==> config.mk <==
export PLATFORM = sky130hd
export DESIGN_NAME = nmea_rmc_position_extractor_core
export DESIGN_NICKNAME = d
export VERILOG_FILES = /design/src/hw/rtl/nrpe_pkg.sv /design/src/hw/rtl/nrpe_number.sv /design/src/hw/rtl/nrpe_line.sv /design/src/hw/rtl/nmea_rmc_position_extractor_core.sv
export VERILOG_INCLUDE_DIRS = /design/src /design/src/hw/rtl
export SDC_FILE = /design/constraint.sdc
export NUM_CORES = 2
export LEC_CHECK = 0
export ABC_AREA = 0
export BUFFER_PORTS_ARGS = -buffer_cell sky130_fd_sc_hd__buf_2
export CORE_MARGIN = 8
export CORE_UTILIZATION = 60
export DETAILED_ROUTE_END_ITERATION = 12
export GPL_TIMING_DRIVEN = 0
export PLACE_DENSITY = 0.87
export SLEW_MARGIN = 20
export SYNTH_ARGS = -nofsm -noshare
export SYNTH_HDL_FRONTEND = slang
export SYNTH_HIERARCHICAL = 1
export SYNTH_SLANG_ARGS = --single-unit
==> constraint.sdc <==
create_clock -name i_clk -period 10.49 [get_ports i_clk]
set_clock_uncertainty 0.05 [all_clocks]
set_input_delay 0 -clock i_clk [delete_from_list [all_inputs] [get_ports i_clk]]
set_output_delay 0 -clock i_clk [all_outputs]
set_load 0.1 [all_outputs]
==> src/hw/rtl/nmea_rmc_position_extractor_core_assert.svh <==
// assertion macros shared by the position extractor rtl
// no dependencies; included by the files that carry assertions
`ifndef NMEA_RMC_POSITION_EXTRACTOR_CORE_ASSERT_SVH
`define NMEA_RMC_POSITION_EXTRACTOR_CORE_ASSERT_SVH
`ifndef SYNTHESIS
`define NRPE_ASSERT(lbl, clk, rst_n, expr) \
    lbl: assert property (@(posedge clk) disable iff (!rst_n) (expr)) \
        else $error("assertion failed");
`define NRPE_ASSERT_IMPL(lbl, clk, rst_n, ante, cons) \
    lbl: assert property (@(posedge clk) disable iff (!rst_n) (ante) |-> (cons)) \
        else $error("assertion failed");
`define NRPE_ASSERT_NEXT(lbl, clk, rst_n, ante, cons) \
    lbl: assert property (@(posedge clk) disable iff (!rst_n) (ante) |=> (cons)) \
        else $error("assertion failed");
`else
`define NRPE_ASSERT(lbl, clk, rst_n, expr)
`define NRPE_ASSERT_IMPL(lbl, clk, rst_n, ante, cons)
`define NRPE_ASSERT_NEXT(lbl, clk, rst_n, ante, cons)
`endif
`endif

==> src/hw/rtl/nrpe_pkg.sv <==
// types, character codes and small tables of the rmc position extractor
// no dependencies
package nrpe_pkg;

    localparam int VAL_W    = 30;
    localparam int OUT_W    = 31;
    localparam int POW_W    = 20;
    localparam int PROD_W   = VAL_W + POW_W;
    localparam int HDR_LEN  = 6;

    localparam logic [VAL_W-1:0] SAT_MAG = 30'd999999999;

    localparam logic [7:0] CH_NUL   = 8'd0;
    localparam logic [7:0] CH_TAB   = 8'd9;
    localparam logic [7:0] CH_NL    = 8'd10;
    localparam logic [7:0] CH_VT    = 8'd11;
    localparam logic [7:0] CH_FF    = 8'd12;
    localparam logic [7:0] CH_CR    = 8'd13;
    localparam logic [7:0] CH_SPACE = 8'd32;
    localparam logic [7:0] CH_PLUS  = 8'd43;
    localparam logic [7:0] CH_COMMA = 8'd44;
    localparam logic [7:0] CH_MINUS = 8'd45;
    localparam logic [7:0] CH_POINT = 8'd46;
    localparam logic [7:0] CH_ZERO  = 8'd48;
    localparam logic [7:0] CH_NINE  = 8'd57;

    localparam logic [2:0] TOK_HEADER = 3'd1;
    localparam logic [2:0] TOK_LAT    = 3'd4;
    localparam logic [2:0] TOK_SPLIT  = 3'd5;
    localparam logic [2:0] TOK_LON    = 3'd6;
    localparam logic [2:0] TOK_MAX    = 3'd7;

    typedef enum logic [1:0] {
        ST_POS_FOUND     = 2'd0,
        ST_NOT_RMC       = 2'd1,
        ST_FIELD_MISSING = 2'd2
    } t_status;

    typedef struct packed {
        logic       clear;
        logic       feed;
        logic [7:0] ch;
    } t_num_ctrl;

    typedef struct packed {
        t_status                 status;
        logic signed [OUT_W-1:0] lat;
        logic signed [OUT_W-1:0] lon;
    } t_line_res;

    // characters of the "$GPRMC" header
    function automatic logic [7:0] hdr_char(input logic [2:0] pos);
        logic [7:0] c;
        case (pos)
            3'd0:    c = 8'd36;
            3'd1:    c = 8'd71;
            3'd2:    c = 8'd80;
            3'd3:    c = 8'd82;
            3'd4:    c = 8'd77;
            3'd5:    c = 8'd67;
            default: c = 8'd0;
        endcase
        return c;
    endfunction

    function automatic logic [POW_W-1:0] pow10(input logic [2:0] n);
        logic [POW_W-1:0] p;
        case (n)
            3'd0:    p = 20'd1;
            3'd1:    p = 20'd10;
            3'd2:    p = 20'd100;
            3'd3:    p = 20'd1000;
            3'd4:    p = 20'd10000;
            3'd5:    p = 20'd100000;
            3'd6:    p = 20'd1000000;
            default: p = 20'd1;
        endcase
        return p;
    endfunction

    function automatic logic is_blank(input logic [7:0] c);
        return (c == CH_SPACE) || (c == CH_TAB) || (c == CH_VT) ||
               (c == CH_FF) || (c == CH_CR);
    endfunction

endpackage

==> src/hw/rtl/nrpe_number.sv <==
// decimal number accumulator and fixed-point scaling of one token
// depends on nrpe_pkg and the assertion macro header
`include "nmea_rmc_position_extractor_core_assert.svh"

module nrpe_number #(
    parameter int FRAC_DIGITS = 4
) (
    input  logic                                 i_clk,
    input  logic                                 i_rst_n,
    input  nrpe_pkg::t_num_ctrl                  i_ctrl,
    output logic signed [nrpe_pkg::OUT_W-1:0]    o_result
);

    localparam logic [2:0] FRAC = 3'(FRAC_DIGITS);

    logic [nrpe_pkg::VAL_W-1:0] r_val, n_val, b_val;
    logic                       r_neg, n_neg, b_neg;
    logic                       r_stopped, n_stopped, b_stopped;
    logic                       r_point, n_point, b_point;
    logic                       r_started, n_started, b_started;
    logic [2:0]                 r_fc, n_fc, b_fc;

    logic [nrpe_pkg::VAL_W+3:0]  w_v10;
    logic                        w_digit;
    logic [nrpe_pkg::PROD_W-1:0] w_prod;
    logic [nrpe_pkg::VAL_W-1:0]  w_mag;

    always_ff @(posedge i_clk) begin
        if (!i_rst_n) begin
            r_val     <= '0;
            r_neg     <= 1'b0;
            r_stopped <= 1'b0;
            r_point   <= 1'b0;
            r_started <= 1'b0;
            r_fc      <= '0;
        end else begin
            r_val     <= n_val;
            r_neg     <= n_neg;
            r_stopped <= n_stopped;
            r_point   <= n_point;
            r_started <= n_started;
            r_fc      <= n_fc;
        end
    end

    always_comb begin
        // a token start clears first, then its first character is fed
        if (i_ctrl.clear) begin
            b_val     = '0;
            b_neg     = 1'b0;
            b_stopped = 1'b0;
            b_point   = 1'b0;
            b_started = 1'b0;
            b_fc      = '0;
        end else begin
            b_val     = r_val;
            b_neg     = r_neg;
            b_stopped = r_stopped;
            b_point   = r_point;
            b_started = r_started;
            b_fc      = r_fc;
        end
        n_val     = b_val;
        n_neg     = b_neg;
        n_stopped = b_stopped;
        n_point   = b_point;
        n_started = b_started;
        n_fc      = b_fc;

        w_digit = (i_ctrl.ch >= nrpe_pkg::CH_ZERO) && (i_ctrl.ch <= nrpe_pkg::CH_NINE);
        w_v10   = ({4'b0, b_val} << 3) + ({4'b0, b_val} << 1) +
                  {30'b0, i_ctrl.ch[3:0]};

        if (i_ctrl.feed && !b_stopped) begin
            priority if (!b_started && nrpe_pkg::is_blank(i_ctrl.ch)) begin
                n_started = 1'b0;
            end else if (!b_started && (i_ctrl.ch == nrpe_pkg::CH_PLUS ||
                                        i_ctrl.ch == nrpe_pkg::CH_MINUS)) begin
                n_neg     = (i_ctrl.ch == nrpe_pkg::CH_MINUS);
                n_started = 1'b1;
            end else if (w_digit) begin
                n_started = 1'b1;
                // digits past the kept fraction are dropped
                if (!(b_point && b_fc >= FRAC)) begin
                    n_val = (w_v10 > {4'b0, nrpe_pkg::SAT_MAG}) ? nrpe_pkg::SAT_MAG
                                                                 : w_v10[nrpe_pkg::VAL_W-1:0];
                    if (b_point) begin
                        n_fc = b_fc + 3'd1;
                    end
                end
            end else if (i_ctrl.ch == nrpe_pkg::CH_POINT && !b_point) begin
                n_started = 1'b1;
                n_point   = 1'b1;
            end else begin
                n_started = 1'b1;
                n_stopped = 1'b1;
            end
        end
    end

    // scale to the fixed point; saturating once at the end matches stepwise saturation
    assign w_prod = nrpe_pkg::PROD_W'(r_val) *
                    nrpe_pkg::PROD_W'(nrpe_pkg::pow10(FRAC - r_fc));
    assign w_mag  = (w_prod > nrpe_pkg::PROD_W'(nrpe_pkg::SAT_MAG)) ? nrpe_pkg::SAT_MAG
                                                                 : w_prod[nrpe_pkg::VAL_W-1:0];
    assign o_result = r_neg ? (31'd0 - {1'b0, w_mag}) : {1'b0, w_mag};

    `NRPE_ASSERT(a_frac_bound, i_clk, i_rst_n, r_fc <= FRAC)
    `NRPE_ASSERT(a_val_bound, i_clk, i_rst_n, r_val <= nrpe_pkg::SAT_MAG)
    `NRPE_ASSERT_IMPL(a_started, i_clk, i_rst_n, r_stopped || r_point, r_started)

endmodule

==> src/hw/rtl/nrpe_line.sv <==
// line tokenizer: header match, token counting, line length and result build
// depends on nrpe_pkg; drives the number accumulator
module nrpe_line #(
    parameter int LINE_LIMIT = 256
) (
    input  logic                              i_clk,
    input  logic                              i_rst_n,
    input  logic                              i_adv,
    input  logic [7:0]                        i_byte,
    input  logic signed [nrpe_pkg::OUT_W-1:0] i_num_result,
    output nrpe_pkg::t_num_ctrl               o_num_ctrl,
    output nrpe_pkg::t_line_res               o_res
);

    localparam int              LEN_W    = $clog2(LINE_LIMIT);
    localparam logic [LEN_W-1:0] LEN_LAST = LEN_W'(LINE_LIMIT - 1);

    logic [2:0]                        r_hdr_pos, n_hdr_pos;
    logic                              r_hdr_ok, n_hdr_ok;
    logic [2:0]                        r_tok_cnt, n_tok_cnt;
    logic                              r_in_tok, n_in_tok;
    logic signed [nrpe_pkg::OUT_W-1:0] r_held_lat, n_held_lat;
    logic [LEN_W-1:0]                  r_len, n_len;
    logic [2:0]                        w_tok;

    always_ff @(posedge i_clk) begin
        if (!i_rst_n) begin
            r_hdr_pos  <= '0;
            r_hdr_ok   <= 1'b1;
            r_tok_cnt  <= '0;
            r_in_tok   <= 1'b0;
            r_held_lat <= '0;
            r_len      <= '0;
        end else begin
            r_hdr_pos  <= n_hdr_pos;
            r_hdr_ok   <= n_hdr_ok;
            r_tok_cnt  <= n_tok_cnt;
            r_in_tok   <= n_in_tok;
            r_held_lat <= n_held_lat;
            r_len      <= n_len;
        end
    end

    always_comb begin
        n_hdr_pos        = r_hdr_pos;
        n_hdr_ok         = r_hdr_ok;
        n_tok_cnt        = r_tok_cnt;
        n_in_tok         = r_in_tok;
        n_held_lat       = r_held_lat;
        n_len            = r_len;
        w_tok            = r_tok_cnt;
        o_num_ctrl.clear = 1'b0;
        o_num_ctrl.feed  = 1'b0;
        o_num_ctrl.ch    = i_byte;

        if (i_adv) begin
            priority if (i_byte == nrpe_pkg::CH_NL) begin
                n_hdr_pos        = '0;
                n_hdr_ok         = 1'b1;
                n_tok_cnt        = '0;
                n_in_tok         = 1'b0;
                n_held_lat       = '0;
                n_len            = '0;
                o_num_ctrl.clear = 1'b1;
            end else if (i_byte != nrpe_pkg::CH_NUL && r_len < LEN_LAST) begin
                n_len = r_len + 1'b1;
                if (i_byte == nrpe_pkg::CH_COMMA) begin
                    n_in_tok = 1'b0;
                end else begin
                    if (!r_in_tok) begin
                        n_in_tok = 1'b1;
                        if (r_tok_cnt < nrpe_pkg::TOK_MAX) begin
                            w_tok = r_tok_cnt + 3'd1;
                            // latitude is frozen when the token after it begins
                            if (w_tok == nrpe_pkg::TOK_SPLIT) begin
                                n_held_lat = i_num_result;
                            end
                            if (w_tok == nrpe_pkg::TOK_LAT || w_tok == nrpe_pkg::TOK_LON) begin
                                o_num_ctrl.clear = 1'b1;
                            end
                        end
                    end
                    n_tok_cnt = w_tok;
                    if (w_tok == nrpe_pkg::TOK_HEADER) begin
                        if (r_hdr_pos < 3'(nrpe_pkg::HDR_LEN) &&
                            i_byte == nrpe_pkg::hdr_char(r_hdr_pos)) begin
                            n_hdr_pos = r_hdr_pos + 3'd1;
                        end else begin
                            n_hdr_ok = 1'b0;
                        end
                    end else if (w_tok == nrpe_pkg::TOK_LAT || w_tok == nrpe_pkg::TOK_LON) begin
                        o_num_ctrl.feed = 1'b1;
                    end
                end
            end else begin
                n_len = r_len;
            end
        end
    end

    always_comb begin
        o_res.lat = '0;
        o_res.lon = '0;
        if (r_tok_cnt >= 3'd1 && r_hdr_ok && r_hdr_pos == 3'(nrpe_pkg::HDR_LEN)) begin
            if (r_tok_cnt >= nrpe_pkg::TOK_LON) begin
                o_res.status = nrpe_pkg::ST_POS_FOUND;
                o_res.lat    = r_held_lat;
                o_res.lon    = i_num_result;
            end else begin
                o_res.status = nrpe_pkg::ST_FIELD_MISSING;
            end
        end else begin
            o_res.status = nrpe_pkg::ST_NOT_RMC;
        end
    end

endmodule

==> src/hw/rtl/nmea_rmc_position_extractor_core.sv <==
// top level of the rmc position extractor: input register, tokenizer, number unit
// and result register; depends on nrpe_pkg, nrpe_line, nrpe_number
//
//  channel   dir  beat contents
//  s_axis    in   tdata[7:0] rx_byte
//  m_axis    out  tdata[1:0] line_status, [32:2] latitude_scaled, [63:33] longitude_scaled
//
// one byte per cycle while no newline waits on the result register; a byte is held in the input
// register and a newline puts its result from there into the output register
// the critical path is the 30x20 scaling multiply in the number unit
// synchronous active-low reset returns all line state to the start of a line
// a stalled result blocks only a following newline; other bytes keep flowing
`include "nmea_rmc_position_extractor_core_assert.svh"

module nmea_rmc_position_extractor_core #(
    parameter int FRAC_DIGITS = 4,
    parameter int LINE_LIMIT  = 256
) (
    input  logic        i_clk,
    input  logic        i_rst_n,
    input  logic        i_s_tvalid,
    output logic        o_s_tready,
    input  logic [7:0]  i_s_tdata,   // [7:0] rx_byte
    output logic        o_m_tvalid,
    input  logic        i_m_tready,
    output logic [63:0] o_m_tdata    // [1:0] line_status, [32:2] lat, [63:33] lon
);

    logic                              r_in_valid;
    logic [7:0]                        r_in_byte;
    logic                              w_adv;
    logic                              w_nl;

    logic                              r_out_valid;
    nrpe_pkg::t_status                 r_out_status;
    logic signed [nrpe_pkg::OUT_W-1:0] r_out_lat;
    logic signed [nrpe_pkg::OUT_W-1:0] r_out_lon;

    nrpe_pkg::t_num_ctrl               w_num_ctrl;
    nrpe_pkg::t_line_res               w_res;
    logic signed [nrpe_pkg::OUT_W-1:0] w_num_result;

    assign w_nl       = (r_in_byte == nrpe_pkg::CH_NL);
    // a newline waits only while the result register is still held
    assign w_adv      = r_in_valid && (!w_nl || !r_out_valid || i_m_tready);
    assign o_s_tready = !r_in_valid || w_adv;

    always_ff @(posedge i_clk) begin
        if (!i_rst_n) begin
            r_in_valid <= 1'b0;
        end else if (o_s_tready) begin
            r_in_valid <= i_s_tvalid;
        end
    end

    always_ff @(posedge i_clk) begin
        if (o_s_tready && i_s_tvalid) begin
            r_in_byte <= i_s_tdata;
        end
    end

    always_ff @(posedge i_clk) begin
        if (!i_rst_n) begin
            r_out_valid <= 1'b0;
        end else if (w_adv && w_nl) begin
            r_out_valid <= 1'b1;
        end else if (i_m_tready) begin
            r_out_valid <= 1'b0;
        end
    end

    always_ff @(posedge i_clk) begin
        if (w_adv && w_nl) begin
            r_out_status <= w_res.status;
            r_out_lat    <= w_res.lat;
            r_out_lon    <= w_res.lon;
        end
    end

    nrpe_line #(
        .LINE_LIMIT (LINE_LIMIT)
    ) u_line (
        .i_clk        (i_clk),
        .i_rst_n      (i_rst_n),
        .i_adv        (w_adv),
        .i_byte       (r_in_byte),
        .i_num_result (w_num_result),
        .o_num_ctrl   (w_num_ctrl),
        .o_res        (w_res)
    );

    nrpe_number #(
        .FRAC_DIGITS (FRAC_DIGITS)
    ) u_number (
        .i_clk    (i_clk),
        .i_rst_n  (i_rst_n),
        .i_ctrl   (w_num_ctrl),
        .o_result (w_num_result)
    );

    assign o_m_tvalid = r_out_valid;
    assign o_m_tdata  = {r_out_lon, r_out_lat, r_out_status};

    `NRPE_ASSERT_NEXT(a_in_hold, i_clk, i_rst_n, r_in_valid && !w_adv, r_in_valid && $stable(r_in_byte))
    `NRPE_ASSERT_NEXT(a_result_load, i_clk, i_rst_n, w_adv && w_nl, r_out_valid)
    `NRPE_ASSERT_IMPL(a_zero_fields, i_clk, i_rst_n, r_out_valid && r_out_status != nrpe_pkg::ST_POS_FOUND, r_out_lat == '0 && r_out_lon == '0)

endmodule

==> flow_summary.json <==
{
  "ys_async_sr_fraction": 0,
  "globalRoute.totalOverflow": 0,
  "numClockSinks": 158,
  "non_filler_instance_count_after_layout": 4167,
  "wl_per_cell_um": 21.0,
  "cts_inserted_buffers": 17,
  "nNetsFinal": 4246,
  "critPathCaptureType": "register",
  "synth_area_um2": 29300,
  "timing_worst_setup_path_type": "reg2reg",
  "postLayoutCoreUtil": 0.680,
  "clk_root_buffer_cell": "sky130_fd_sc_hd__clkbuf_16",
  "std_cell_rows": 81,
  "result_of_the_run": "finished, violations left",
  "regToRegStartpoint": "u_number/r_fc[2]$_SDFF_PN0_",
  "cts-root-to-sink-buffers": 2,
  "area_growth_pct": 12.8,
  "drive_gt1_frac": 0.143,
  "static-leakage-power_nw": 17.0,
  "grt_setup_unrepaired": "true",
  "synthesis.nets": 4069,
  "number_of_global_route_vias_before_repair": 25507,
  "hold-worst-slack_ns": 0.224,
  "die_height_um": 237,
  "clkSlewWorstSetupHoldPaths_ns": 0.07,
  "synth_edf_count": 72,
  "die_ar_um2": 56100,
  "primary_ff_master_synth": "sky130_fd_sc_hd__dfxtp_1",
  "crit_slowest_cell": "sky130_fd_sc_hd__fa_1",
  "placed_cells": 4054,
  "syn-instance-count": 3353,
  "timing.critical_path.buf_inv": 11,
  "slew_violations": 0,
  "maxSlewHeadroom": 0.305,
  "die_w_um": 237,
  "synth.top_cell.area_share": 0.296,
  "cp_data_required_time_ns": 10.64,
  "post-synth-top-area-cell": "sky130_fd_sc_hd__fa_1",
  "hp-class": "in2reg",
  "number_of_antenna_violations_at_the_first_check_in_global_routing": 6,
  "worst_setup_path_endpoint": "r_out_lon[24]$_DFFE_PP_",
  "detail_route.iter0.violations": 2731,
  "crit_family": "adder cells",
  "starting_density_of_the_core": 0.603,
  "boundaryPins": 78,
  "via_per_inst": 6.11,
  "ys_seq_area_frac": 0.133,
  "cts_tree": "built",
  "gpl.final_weighted_congestion": 1.01,
  "rrSetupSlack_ns": -0.71,
  "synth_area_per_cell_um2": 8.73,
  "detailedPlacementHpwl_um": 67000,
  "detail-route-antenna-nets": 0,
  "totalPowerFinal_mw": 1.34,
  "layout_min_cycle_time_ns": 11.20,
  "cp_data_arrival_time_ns": 11.35,
  "synth_cell_types": 90,
  "power.ir.vdd_worst_mv": 0.0962,
  "grt_start_max_net_pins": 53,
  "max_stage_delay_ns": 0.55,
  "cp_num_cells": 45,
  "detail_route.first_pass.iterations": 6,
  "numPortBuffers": 77,
  "max_cap_violation_count": 0,
  "worst_r2r_endpoint": "r_out_lon[24]$_DFFE_PP_",
  "cpMostUsedCell": "sky130_fd_sc_hd__fa_1",
  "clkLatencyLatePin_ns": 0.46,
  "finalWirelength_um": 87300,
  "number_of_vias_after_detailed_routing": 25473,
  "period_share": 1.07,
  "grtUsageTotal": 0.302,
  "setup_violations": 19,
  "violations_in_the_final_reports": "negative setup slack",
  "critical_path.startpoint": "u_number/r_fc[2]$_SDFF_PN0_",
  "wire_length_of_the_first_global_routing_pass_um": 135000,
  "cp-start-kind": "register",
  "ys_warn_count": 6,
  "htree_num_levels": 4,
  "hold_violations": 0,
  "worst_slack_ns": -0.706,
  "coreArea_um2": 48500,
  "cp_max_fo": 10,
  "clock.fmax_mhz": 89.3,
  "pwr_density_cell_nw_per_um2": 40.5,
  "rr_worst_depth": 45,
  "least_margin_pin_slew_ns": 1.03,
  "netlist_top_cells_area": "sky130_fd_sc_hd__fa_1, sky130_fd_sc_hd__ha_1, sky130_fd_sc_hd__inv_1, sky130_fd_sc_hd__edfxtp_1, sky130_fd_sc_hd__dfxtp_1",
  "drc": 0,
  "synth.ff_latch_count": 158,
  "place_worst_setup_slack_ns": -1.94
}
where the power goes:
group          switching [mW]  internal [mW]  leakage, nW  total, mW
Clock                   0.312          0.326        0.300      0.638
Sequential            0.00747          0.643         1.51      0.650
Combinational          0.0275         0.0211         15.2     0.0486
logic make-up after synthesis:
group,count (synthesis),share of synthesized area
and+or+nand+nor,1058,0.190
buffers and inverters,809,0.108
adders and majority gates,704,0.412
AOI/OAI and AO/OA,533,0.129
DFF,158,0.133
xor gates and xnor gates,75,0.0225
muxes,16,0.00547
sequential cells by signal, indices dropped and copies added (netlist names), 2 cells and up:
| register | cells |
|---|---|
| u_line/r_held_lat | 31 |
| u_line/r_len | 8 |
| r_out_status | 2 |
| u_line/r_tok_cnt | 3 |
| u_line/r_hdr_pos | 3 |
| r_in_byte | 8 |
| u_number/r_val | 30 |
| r_out_lon | 31 |
| u_number/r_fc | 3 |
| r_out_lat | 31 |
per-layer routing:
layer | routed length, um | track usage | part of all wire | vias up
met5 | 28 | 0 | 0.00032 | -
met4 | 5430 | 0.154 | 0.062 | 4
met3 | 9580 | 0.0651 | 0.11 | 393
met2 | 40000 | 0.486 | 0.46 | 1539
met1 | 32300 | 0.380 | 0.37 | 12349
li1 | - | - | - | 11188
Yosys cell counts (44+ instances only):
library cell / number
sky130_fd_sc_hd__and2_1: 225
sky130_fd_sc_hd__ha_1: 271
sky130_fd_sc_hd__nor2b_1: 102
sky130_fd_sc_hd__nand3_1: 61
sky130_fd_sc_hd__a21o_1: 44
sky130_fd_sc_hd__dfxtp_1: 86
sky130_fd_sc_hd__fa_1: 433
sky130_fd_sc_hd__clkbuf_1: 129
sky130_fd_sc_hd__nor2_1: 114
sky130_fd_sc_hd__o21ai_0: 91
sky130_fd_sc_hd__inv_1: 639
sky130_fd_sc_hd__nand2_1: 329
sky130_fd_sc_hd__edfxtp_1: 72
sky130_fd_sc_hd__a21oi_1: 128
worst min path at each step:
stage	end	start	cells after the start	slack, ns
after floorplan	r_in_byte[0]$_DFFE_PP_	i_s_tdata[0]	0	0.05
after global placement	r_in_byte[2]$_DFFE_PP_	i_s_tdata[2]	1	0.13
after detailed placement	r_in_byte[0]$_DFFE_PP_	i_s_tdata[0]	1	0.13
after CTS	r_in_byte[4]$_DFFE_PP_	i_s_tdata[4]	2	0.20
after global routing	r_in_byte[0]$_DFFE_PP_	i_s_tdata[0]	2	0.21
final	r_in_byte[0]$_DFFE_PP_	i_s_tdata[0]	2	0.22
cells in the final DEF, fill, tap and decap left out, drive strengths merged, types with 35 or more instances in the layout:
cell type and n:
nor2 114, nand4 37, a31oi 35, a21oi 132
a22oi 35, edfxtp 72, buf 204, o21ai 100
a21o 44, xnor2 41, ha 271, nand3 61
nor2b 102, nand2 329, dfxtp 86, and2 227
inv 647, clkbuf 128, fa 433
per-stage QoR:
stage / area, um2 / setup TNS, ns
floorplan: 29700 / -0.00369
finish: 33000 / -7.43
global route: 33000 / -13.05
global placement: 30800 / -30.82
CTS: 32400 / -5.07
detailed placement: 30900 / -34.32
timing repair:
item,CTS,global route
buffers inserted,42,34
pin swaps,70,93
endpoints found under the setup margin,28,26
hold buffers,12,0
cloned,3,0
gates resized for setup,127,115
endpoints found under the hold margin,22,0
final cells by class:
type,count,area [um2]
buffer,159,990
multi-input combinational,2386,23100
sequential,158,3890
timing repair buffer,168,1160
clock buffer,17,425
tap,622,778
clock inverter,15,194
fill,3594,15600
inverter,640,2410
antenna,2,5.00
(Power assumes the default switching activity.)
